## src/hdl/ptp_pkg.sv

```systemverilog
`timescale 1ns / 1ps
`default_nettype none
// ---------------------------------------------------------------------------
// ptp_pkg - shared types and constants of the priority tune player
// request and result layouts, command and register codes, pulse helper
// ---------------------------------------------------------------------------
package ptp_pkg;

    // field widths
    localparam int CMD_W    = 3;
    localparam int IDX_W    = 6;
    localparam int WORD_W   = 32;
    localparam int LEN_W    = 16;
    localparam int TONE_W   = 16;
    localparam int KIND_W   = 2;
    localparam int PRIO_W   = 8;
    localparam int LVL_W    = 3;
    localparam int PERIOD_W = 30;
    localparam int PULSE_W  = 29;
    localparam int POSO_W   = 6;
    localparam int ELAP_W   = 17;

    localparam int IN_DATA_W  = 80;
    localparam int OUT_DATA_W = 80;
    localparam int OUT_PAD_W  = 5;

    localparam int CFG_IDX_W  = 3;
    localparam int CFG_DATA_W = 16;

    // command codes carried in tuser
    localparam logic [CMD_W-1:0] CMD_TICK  = 3'd0;
    localparam logic [CMD_W-1:0] CMD_WRITE = 3'd1;
    localparam logic [CMD_W-1:0] CMD_PLAY  = 3'd2;
    localparam logic [CMD_W-1:0] CMD_NOTE  = 3'd3;
    localparam logic [CMD_W-1:0] CMD_STOP  = 3'd4;

    // register indexes
    localparam logic [CFG_IDX_W-1:0] REG_UI_VOLUME    = 3'd0;
    localparam logic [CFG_IDX_W-1:0] REG_ALARM_VOLUME = 3'd1;
    localparam logic [CFG_IDX_W-1:0] REG_HOUR_VOLUME  = 3'd2;
    localparam logic [CFG_IDX_W-1:0] REG_STOP_CODE    = 3'd3;
    localparam logic [CFG_IDX_W-1:0] REG_PAUSE_CODE   = 3'd4;
    localparam logic [CFG_IDX_W-1:0] REG_REPEAT_CODE  = 3'd5;

    // volume kinds
    localparam logic [KIND_W-1:0] KIND_UI    = 2'd0;
    localparam logic [KIND_W-1:0] KIND_ALARM = 2'd1;
    localparam logic [KIND_W-1:0] KIND_HOUR  = 2'd2;
    localparam logic [LVL_W-1:0]  LVL_FIXED  = 3'd3;

    localparam logic [PRIO_W-1:0]   LOWEST_PRIORITY = 8'd0;
    localparam logic [PERIOD_W-1:0] DIVIDEND        = 30'd1000000000;
    localparam int                  DIV_STEPS       = 30;

    // request payload, last field in the lowest bits
    typedef struct packed {
        logic [PRIO_W-1:0] priority_req;
        logic [KIND_W-1:0] volume_kind;
        logic [TONE_W-1:0] note_tone;
        logic [LEN_W-1:0]  note_length;
        logic [WORD_W-1:0] tune_word;
        logic [IDX_W-1:0]  store_index;
    } in_data_t;

    // result payload, last field in the lowest bits
    typedef struct packed {
        logic [OUT_PAD_W-1:0] pad;
        logic [PRIO_W-1:0]    active_priority;
        logic [POSO_W-1:0]    tune_position;
        logic                 note_active;
        logic [PULSE_W-1:0]   pwm_pulse;
        logic [PERIOD_W-1:0]  pwm_period;
        logic                 pwm_on;
    } out_data_t;

    // pulse width from period and volume level
    function automatic logic [PULSE_W-1:0] pulse_of(input logic [PERIOD_W-1:0] per,
                                                    input logic [LVL_W-1:0] lvl);
        logic [PULSE_W-1:0] res;
        case (lvl)
            3'd0:    res = PULSE_W'(per >> 6);
            3'd1:    res = PULSE_W'(per >> 5);
            3'd2:    res = PULSE_W'(per >> 4);
            default: res = PULSE_W'(per >> 1);
        endcase
        return res;
    endfunction

endpackage
`default_nettype wire

```

## src/hdl/ptp_ram.sv

```systemverilog
`timescale 1ns / 1ps
`default_nettype none
// ---------------------------------------------------------------------------
// ptp_ram - generic single-write, single-read ram
// one write port, one read port with registered read data
// ---------------------------------------------------------------------------
module ptp_ram #(
    parameter int WIDTH = 32,
    parameter int DEPTH = 64
) (
    input  wire logic                     clk,
    input  wire logic                     wr_en,
    input  wire logic [$clog2(DEPTH)-1:0] wr_addr,
    input  wire logic [WIDTH-1:0]         wr_data,
    input  wire logic                     rd_en,
    input  wire logic [$clog2(DEPTH)-1:0] rd_addr,
    output logic      [WIDTH-1:0]         rd_data
);

    logic [WIDTH-1:0] mem [DEPTH];

    always_ff @(posedge clk)
    begin
        if (wr_en)
        begin
            mem[wr_addr] <= wr_data;
        end
        if (rd_en)
        begin
            rd_data <= mem[rd_addr];
        end
    end

endmodule
`default_nettype wire

```

## src/hdl/priority_tune_player.sv

```systemverilog
`timescale 1ns / 1ps
`default_nettype none
// ---------------------------------------------------------------------------
// priority_tune_player - priority-arbitrated tone sequencer for a pwm buzzer
// tune store, note sequencer and a shared radix-2 divider for the period
// ---------------------------------------------------------------------------
// usage
//   s_* carries one request: s_tuser holds the command (tick, write word,
//   play tune, single note, stop), s_tdata the other request fields.
//   m_* returns one result per request: pwm state, period, pulse, note
//   activity, next tune position and held priority.
//   wr_en / wr_index / wr_data write the volume levels and the special
//   tone codes; they are to be written only while the player is idle;
//   the block itself does not enforce this.
// sequencing
//   ticks, word writes, stops and ignored codes are executed and reported;
//   a tick that ends a chained tune note fetches the next word. a note that
//   sounds runs the divider, 30 steps of one bit each; a fetched note first
//   reads the store, and a repeat word rewinds to the start and reads again.
//   s_tready is high only while the sequencer is idle: one request at a time.
// reset and stalls
//   reset clears the player state and restores the register defaults;
//   the tune store is not cleared and holds nothing valid until written.
//   a result waits in the output register while m_tready is low; the next
//   request is still taken and its result is held back until the slot frees.
// ---------------------------------------------------------------------------
module priority_tune_player #(
    parameter int TUNE_DEPTH = 64
) (
    input  wire logic                              clk,
    input  wire logic                              rst_n,
    // request channel
    input  wire logic                              s_tvalid,
    output logic                                   s_tready,
    // store_index, tune_word, note_length, note_tone, volume_kind, priority_req
    input  wire logic [ptp_pkg::IN_DATA_W-1:0]     s_tdata,
    // command
    input  wire logic [ptp_pkg::CMD_W-1:0]         s_tuser,
    // result channel
    output logic                                   m_tvalid,
    input  wire logic                              m_tready,
    // pwm_on, pwm_period, pwm_pulse, note_active, tune_position,
    // active_priority, zero fill
    output logic      [ptp_pkg::OUT_DATA_W-1:0]    m_tdata,
    // register write port
    input  wire logic                              wr_en,
    input  wire logic [ptp_pkg::CFG_IDX_W-1:0]     wr_index,
    input  wire logic [ptp_pkg::CFG_DATA_W-1:0]    wr_data
);

    import ptp_pkg::*;

    localparam int POS_W = $clog2(TUNE_DEPTH);
    localparam logic [POS_W-1:0] POS_LAST = POS_W'(TUNE_DEPTH - 1);

    // sequencer states
    localparam logic [2:0] S_IDLE       = 3'd0;
    localparam logic [2:0] S_EXEC       = 3'd1;
    localparam logic [2:0] S_FETCH      = 3'd2;
    localparam logic [2:0] S_FETCH_DATA = 3'd3;
    localparam logic [2:0] S_NOTE       = 3'd4;
    localparam logic [2:0] S_DIV        = 3'd5;
    localparam logic [2:0] S_REPORT     = 3'd6;

    // configuration registers
    logic [LVL_W-1:0]  ui_volume_reg;
    logic [LVL_W-1:0]  alarm_volume_reg;
    logic [LVL_W-1:0]  hour_volume_reg;
    logic [TONE_W-1:0] stop_code_reg;
    logic [TONE_W-1:0] pause_code_reg;
    logic [TONE_W-1:0] repeat_code_reg;

    // sequencer and request latch
    logic [2:0]        state_reg,     state_next;
    logic [CMD_W-1:0]  cmd_reg,       cmd_next;
    in_data_t          req_reg,       req_next;

    // note operands, shared by single notes and fetched words
    logic [LEN_W-1:0]  op_len_reg,    op_len_next;
    logic [TONE_W-1:0] op_tone_reg,   op_tone_next;
    logic [KIND_W-1:0] op_kind_reg,   op_kind_next;
    logic              op_follow_reg, op_follow_next;

    // divider
    logic [TONE_W-1:0]   rem_reg,     rem_next;
    logic [PERIOD_W-1:0] quo_reg,     quo_next;
    logic [4:0]          cnt_reg,     cnt_next;

    // player state
    logic [POS_W-1:0]    pos_reg,     pos_next;
    logic [PRIO_W-1:0]   held_reg,    held_next;
    logic [LEN_W-1:0]    dur_reg,     dur_next;
    logic [ELAP_W-1:0]   elapsed_reg, elapsed_next;
    logic                chain_reg,   chain_next;
    logic [KIND_W-1:0]   tkind_reg,   tkind_next;
    logic                running_reg, running_next;
    logic [PERIOD_W-1:0] period_reg,  period_next;
    logic [PULSE_W-1:0]  pulse_reg,   pulse_next;

    // output register
    logic                m_tvalid_reg, m_tvalid_next;
    out_data_t           out_reg,      out_next;

    // helpers
    logic                halt;
    logic [ELAP_W-1:0]   elapsed_inc;
    logic [POS_W-1:0]    pos_inc;
    logic [TONE_W:0]     rem_sh;
    logic                div_ge;
    logic [TONE_W-1:0]   rem_step;
    logic [PERIOD_W-1:0] quo_step;
    logic [LVL_W-1:0]    note_level;

    // tune store
    logic                ram_wr_en;
    logic                ram_rd_en;
    logic [WORD_W-1:0]   rd_word;

    assign ram_wr_en = (state_reg == S_EXEC) && (cmd_reg == CMD_WRITE)
                     && (32'(req_reg.store_index) < TUNE_DEPTH);

    ptp_ram #(
        .WIDTH (WORD_W),
        .DEPTH (TUNE_DEPTH)
    ) u_store (
        .clk     (clk),
        .wr_en   (ram_wr_en),
        .wr_addr (POS_W'(req_reg.store_index)),
        .wr_data (req_reg.tune_word),
        .rd_en   (ram_rd_en),
        .rd_addr (pos_reg),
        .rd_data (rd_word)
    );

    // saturating millisecond count, wrapping tune position
    assign elapsed_inc = (elapsed_reg == '1) ? elapsed_reg : elapsed_reg + ELAP_W'(1);
    assign pos_inc     = (pos_reg == POS_LAST) ? '0 : pos_reg + POS_W'(1);

    // one restoring divide step: remainder stays below the tone
    assign rem_sh   = {rem_reg, quo_reg[PERIOD_W-1]};
    assign div_ge   = rem_sh >= {1'b0, op_tone_reg};
    assign rem_step = div_ge ? TONE_W'(rem_sh - {1'b0, op_tone_reg}) : rem_sh[TONE_W-1:0];
    assign quo_step = {quo_reg[PERIOD_W-2:0], div_ge};

    // volume level picked by the note's kind
    always_comb
    begin
        case (op_kind_reg)
            KIND_UI:    note_level = ui_volume_reg;
            KIND_ALARM: note_level = alarm_volume_reg;
            KIND_HOUR:  note_level = hour_volume_reg;
            default:    note_level = LVL_FIXED;
        endcase
    end

    // sequencer
    always_comb
    begin
        state_next     = state_reg;
        cmd_next       = cmd_reg;
        req_next       = req_reg;
        op_len_next    = op_len_reg;
        op_tone_next   = op_tone_reg;
        op_kind_next   = op_kind_reg;
        op_follow_next = op_follow_reg;
        rem_next       = rem_reg;
        quo_next       = quo_reg;
        cnt_next       = cnt_reg;
        pos_next       = pos_reg;
        held_next      = held_reg;
        dur_next       = dur_reg;
        elapsed_next   = elapsed_reg;
        chain_next     = chain_reg;
        tkind_next     = tkind_reg;
        running_next   = running_reg;
        period_next    = period_reg;
        pulse_next     = pulse_reg;
        out_next       = out_reg;
        m_tvalid_next  = m_tvalid_reg && !m_tready;
        ram_rd_en      = 1'b0;
        halt           = 1'b0;

        case (state_reg)
            S_IDLE:
            begin
                if (s_tvalid)
                begin
                    cmd_next   = s_tuser;
                    req_next   = in_data_t'(s_tdata);
                    state_next = S_EXEC;
                end
            end

            S_EXEC:
            begin
                state_next = S_REPORT;
                case (cmd_reg)
                    CMD_TICK:
                    begin
                        if (dur_reg != '0)
                        begin
                            elapsed_next = elapsed_inc;
                            if (elapsed_inc > {1'b0, dur_reg})
                            begin
                                halt = 1'b1;
                                if (chain_reg)
                                begin
                                    state_next = S_FETCH;
                                end
                            end
                        end
                    end
                    CMD_WRITE:
                    begin
                        // store write is driven straight from the latch
                    end
                    CMD_PLAY:
                    begin
                        if (req_reg.priority_req >= held_reg)
                        begin
                            tkind_next = req_reg.volume_kind;
                            held_next  = req_reg.priority_req;
                            pos_next   = '0;
                            state_next = S_FETCH;
                        end
                    end
                    CMD_NOTE:
                    begin
                        if (req_reg.priority_req >= held_reg)
                        begin
                            op_len_next    = req_reg.note_length;
                            op_tone_next   = req_reg.note_tone;
                            op_kind_next   = req_reg.volume_kind;
                            op_follow_next = 1'b0;
                            state_next     = S_NOTE;
                        end
                    end
                    CMD_STOP:
                    begin
                        halt = 1'b1;
                    end
                    default:
                    begin
                    end
                endcase
            end

            S_FETCH:
            begin
                ram_rd_en  = 1'b1;
                state_next = S_FETCH_DATA;
            end

            S_FETCH_DATA:
            begin
                if (rd_word[WORD_W-1:LEN_W] != repeat_code_reg)
                begin
                    pos_next       = pos_inc;
                    op_len_next    = rd_word[LEN_W-1:0];
                    op_tone_next   = rd_word[WORD_W-1:LEN_W];
                    op_kind_next   = tkind_reg;
                    op_follow_next = 1'b1;
                    state_next     = S_NOTE;
                end
                else if (pos_reg == '0)
                begin
                    // repeat at the start of the tune
                    pos_next   = pos_inc;
                    halt       = 1'b1;
                    state_next = S_REPORT;
                end
                else
                begin
                    // rewind and read the first word
                    pos_next   = '0;
                    state_next = S_FETCH;
                end
            end

            S_NOTE:
            begin
                state_next = S_REPORT;
                if (op_tone_reg == stop_code_reg)
                begin
                    halt = 1'b1;
                end
                else if (op_tone_reg == pause_code_reg)
                begin
                    dur_next     = op_len_reg;
                    elapsed_next = '0;
                    chain_next   = op_follow_reg;
                end
                else if (op_tone_reg == '0)
                begin
                    halt = 1'b1;
                end
                else
                begin
                    dur_next     = op_len_reg;
                    elapsed_next = '0;
                    chain_next   = op_follow_reg;
                    rem_next     = '0;
                    quo_next     = DIVIDEND;
                    cnt_next     = 5'(DIV_STEPS - 1);
                    state_next   = S_DIV;
                end
            end

            S_DIV:
            begin
                rem_next = rem_step;
                quo_next = quo_step;
                cnt_next = cnt_reg - 5'd1;
                if (cnt_reg == '0)
                begin
                    period_next  = quo_step;
                    pulse_next   = pulse_of(quo_step, note_level);
                    running_next = 1'b1;
                    state_next   = S_REPORT;
                end
            end

            S_REPORT:
            begin
                if (!m_tvalid_reg || m_tready)
                begin
                    out_next.pad             = '0;
                    out_next.active_priority = held_reg;
                    out_next.tune_position   = POSO_W'(pos_reg);
                    out_next.note_active     = (dur_reg != '0);
                    out_next.pwm_pulse       = pulse_reg;
                    out_next.pwm_period      = period_reg;
                    out_next.pwm_on          = running_reg;
                    m_tvalid_next            = 1'b1;
                    state_next               = S_IDLE;
                end
            end

            default:
            begin
                state_next = S_IDLE;
            end
        endcase

        // player stop, period and pulse keep their values
        if (halt)
        begin
            held_next    = LOWEST_PRIORITY;
            dur_next     = '0;
            elapsed_next = '0;
            chain_next   = 1'b0;
            running_next = 1'b0;
        end
    end

    always_ff @(posedge clk or negedge rst_n)
    begin
        if (!rst_n)
        begin
            state_reg    <= S_IDLE;
            pos_reg      <= '0;
            held_reg     <= LOWEST_PRIORITY;
            dur_reg      <= '0;
            elapsed_reg  <= '0;
            chain_reg    <= 1'b0;
            tkind_reg    <= '0;
            running_reg  <= 1'b0;
            period_reg   <= '0;
            pulse_reg    <= '0;
            m_tvalid_reg <= 1'b0;
        end
        else
        begin
            state_reg    <= state_next;
            pos_reg      <= pos_next;
            held_reg     <= held_next;
            dur_reg      <= dur_next;
            elapsed_reg  <= elapsed_next;
            chain_reg    <= chain_next;
            tkind_reg    <= tkind_next;
            running_reg  <= running_next;
            period_reg   <= period_next;
            pulse_reg    <= pulse_next;
            m_tvalid_reg <= m_tvalid_next;
        end
    end

    // payload registers
    always_ff @(posedge clk)
    begin
        cmd_reg       <= cmd_next;
        req_reg       <= req_next;
        op_len_reg    <= op_len_next;
        op_tone_reg   <= op_tone_next;
        op_kind_reg   <= op_kind_next;
        op_follow_reg <= op_follow_next;
        rem_reg       <= rem_next;
        quo_reg       <= quo_next;
        cnt_reg       <= cnt_next;
        out_reg       <= out_next;
    end

    // register writes
    always_ff @(posedge clk or negedge rst_n)
    begin
        if (!rst_n)
        begin
            ui_volume_reg    <= 3'd3;
            alarm_volume_reg <= 3'd3;
            hour_volume_reg  <= 3'd3;
            stop_code_reg    <= 16'd0;
            pause_code_reg   <= 16'd1;
            repeat_code_reg  <= 16'hFFFF;
        end
        else if (wr_en)
        begin
            case (wr_index)
                REG_UI_VOLUME:    ui_volume_reg    <= wr_data[LVL_W-1:0];
                REG_ALARM_VOLUME: alarm_volume_reg <= wr_data[LVL_W-1:0];
                REG_HOUR_VOLUME:  hour_volume_reg  <= wr_data[LVL_W-1:0];
                REG_STOP_CODE:    stop_code_reg    <= wr_data;
                REG_PAUSE_CODE:   pause_code_reg   <= wr_data;
                REG_REPEAT_CODE:  repeat_code_reg  <= wr_data;
                default:
                begin
                end
            endcase
        end
    end

    assign s_tready = (state_reg == S_IDLE);
    assign m_tvalid = m_tvalid_reg;
    assign m_tdata  = out_reg;

endmodule
`default_nettype wire

```

## config.mk

```make
export PLATFORM = sky130hd
export DESIGN_NAME = priority_tune_player
export DESIGN_NICKNAME = d
export VERILOG_FILES = /design/src/hdl/ptp_pkg.sv /design/src/hdl/ptp_ram.sv /design/src/hdl/priority_tune_player.sv
export SDC_FILE = /design/constraint.sdc
export NUM_CORES = 2
export LEC_CHECK = 0
export BUFFER_PORTS_ARGS = -buffer_cell sky130_fd_sc_hd__clkbuf_2
export CAP_MARGIN = 40
export CORE_MARGIN = 2
export CORE_UTILIZATION = 56
export DETAILED_ROUTE_END_ITERATION = 8
export PLACE_DENSITY = 0.8
export SYNTH_ARGS = -nofsm -noshare
export SYNTH_HDL_FRONTEND = slang
export SYNTH_SLANG_ARGS = --single-unit
export TNS_END_PERCENT = 1
```

## constraint.sdc

```tcl
create_clock -name clk -period 5.05 [get_ports clk]
set_clock_uncertainty 0.1 [all_clocks]
set_input_delay 1.2625 -clock clk [delete_from_list [all_inputs] [get_ports clk]]
set_output_delay 1.2625 -clock clk [all_outputs]
set_load 0.05 [all_outputs]
```

==> results_dict.tcl <==
set metrics [dict create \
    yosys_register_bits 2495 \
    numClockSinks 2495 \
    cp.required_ns 5.68 \
    setup_viol 0 \
    tightest_slew_ns 0.936 \
    final_common_cell "edfxtp_1" \
    fill_cells 10600 \
    synth_cell_types 74 \
    path_delay_family "simple AND/OR/NAND/NOR gates" \
    place_hpwl_microns 138000 \
    slew_headroom_pct 37.4 \
    worst-path-buf-inv 1 \
    vias 49200 \
    placed_area_sq_mm 0.102 \
    grt_overflow 0 \
    clock_path_buffers 3 \
    worst_path_max_delay_cell "dfrtp_1" \
    yosysSeqAreaShare_pct 76.4 \
    wl_per_cell_microns 34.3 \
    avgSynthCellArea_sq_um 21.8 \
    fin_area_sq_mm 0.110 \
    cts.clk_slew.worst_paths_ns 0.06 \
    syn_inst 4457 \
    hold_class "primary input to asynchronous set/reset pin" \
    dr.pass1.iters 5 \
    cts_resized 0 \
    cp_data_arrival_time_ns 4.97 \
    ys_warn_count 0 \
    core_area_sq_mm 0.172 \
    drc 0 \
    syn2layout_area_growth_pct 13.6 \
    die_x_microns 420 \
    wirelength_microns 253000 \
    cpMostUsedCell "and3_1" \
    drtAntennaViolNets 0 \
    path_depth 14 \
    path_max_fanout 29 \
    period_minus_slack_ns 4.34 \
    critPathMaxStageDelay_ns 0.46 \
    clock_latency_ns 0.90 \
    fmax_mhz 230 \
    finalMaxSlewViolations 0 \
    rsz0062_at_grt "false" \
    grt_pass1_vias 49800 \
    crit_type "flip-flop to flip-flop" \
    p_leak_nw 35.7 \
    period_share_pct 86.0 \
    power_density_mw_per_mm2 507 \
    initial_core_util_pct 56.4 \
    mostFrequentLayoutCells "edfxtp_1 (2324), mux4_2 (672), clkbuf_16 (233), nand2_1 (194), clkbuf_2 (182)" \
    netlist.area_leader.share_pct 72.0 \
    cts-buffers-inserted 233 \
    drive_above_1_share_pct 32.0 \
    largest_reg_flops 2048 \
    dieArea_sq_mm 0.177 \
    synth-edff-count 2324 \
    grt_max_degree 81 \
    tns_ns 0 \
    start_kind "flip-flop" \
    fin_hold_ws_ns 0.161 \
    portBuffers 183 \
    gp_congestion 0.877 \
    synth_area_leaders "edfxtp_1 (72%), mux4_2 (16%), dfrtp_1 (3.8%), mux2_2 (1.0%), nand2_1 (0.75%)" \
    grt_antenna_before_repair 10 \
    num-nets-final 4996 \
    ys_async_sr_fraction_pct 6.85 \
    reg2regPathDepth 14 \
    cts-root-buf "clkbuf_16" \
    irDropWorstVdd_mv 0.468 \
    io_pins 189 \
    row_count 152 \
    outcome "completed" \
    synth_area_sq_mm 0.0970 \
    cts_tree "done" \
    yosysTopAreaCell "edfxtp_1" \
    post-cts-setup-buffers 0 \
    drt_iter0_drc 7125 \
    synthFlopType "edfxtp_1" \
    hold_violations 0 \
    grt_pass1_wl_microns 362000 \
    p_total_mw 55.9 \
    end_kind "flip-flop" \
    viasPerCell 6.67 \
    track_usage_pct 29.0 \
    max_cap_violations 0 \
    die_h_microns 420 \
    h-tree-depth 4 \
    cp_cell_sequence "and4_1, and3_1, a41oi_2, and3_1, nand3_1, xnor2_1, ha_1, nand4_1, nor4_1, a31o_2, o221ai_1, a21o_1, buf_12, a211oi_1" \
    holdBufCountCts 0 \
    final_core_util_pct 64.1 \
]
power breakdown:
| part | internal [mW] | switching, mW | leakage (nW) |
|---|---|---|---|
| clock network | 9.90 | 7.98 | 3.75 |
| logic | 5.93 | 7.33 | 8.88 |
| registers | 23.9 | 0.845 | 23.1 |
| total | 39.7 | 16.2 | 35.7 |
cell usage after synthesis, types with 10 or more instances:
cell type / n
nand2_1: 195
o21ai_0: 77
ha_1: 44
edfxtp_1: 2324
mux2_2: 90
clkbuf_1: 132
nand3_1: 23
a21oi_1: 52
xnor2_1: 10
dfstp_2: 23
a211oi_1: 10
nor3_1: 11
buf_4: 18
xor2_1: 62
nor2_1: 148
nand4_1: 16
mux2i_1: 49
nor2b_1: 13
dfrtp_1: 148
or2_2: 17
and2_1: 20
nor4_1: 22
mux4_2: 672
buf_1: 42
inv_1: 58
buf_2: 34
a22oi_1: 25
a21o_1: 13
path summary, 6_finish.rpt:
path                                             from                       endpoint  slack, ns
max                        elapsed_reg[9]$_DFFE_PN0P_     elapsed_reg[5]$_DFFE_PN0P_       0.71
min                                             rst_n  pause_code_reg[8]$_DFFE_PN0P_       0.16
max reg2reg                elapsed_reg[9]$_DFFE_PN0P_     elapsed_reg[5]$_DFFE_PN0P_       0.71
min reg2reg                period_reg[28]$_DFFE_PN0P_          m_tdata[29]$_DFFE_PP_       0.34
max in group asynchronous                       rst_n     period_reg[21]$_DFFE_PN0P_       3.63
min in group clk           period_reg[28]$_DFFE_PN0P_          m_tdata[29]$_DFFE_PP_       0.34
per-layer routing:
layer	global-route usage [%]	wire length, microns
met1	37.3	87200
met2	49.5	131000
met3	6.13	25200
met4	9.87	9050
met5	0	61
layout make-up:
class                   count  area (sq um)  share of cell area [%]
clock inverters           154          1650                    1.50
diodes                      5          12.5                  0.0114
well taps                2310          2890                    2.62
clock buffers             288          6160                    5.59
repair buffers            375          2880                    2.62
inverters                  58           218                   0.198
multi-input cells        1681         22300                    20.2
flip-flops and latches   2495         74100                    67.3
kinds of logic after synthesis:
logic type,after synthesis,share of synthesized area [%]
AOI/OAI and AO/OA,238,1.57
adders and majority gates,45,0.588
and+or+nand+nor,510,2.42
xor gates and xnor gates,72,0.650
muxes,811,17.2
other,1,0.00387
DFF,2495,76.4
buffers and inverters,285,1.22
through the flow:
stage | std cells | setup WS, ns
after global routing | 7361 | 0.392
after floorplan | 4461 | 0.716
after global placement | 6899 | 0.811
after CTS | 7356 | 0.744
final | 7366 | 0.709
after detailed placement | 6914 | 0.818
Note: power is estimated with default switching activity, not from simulation.
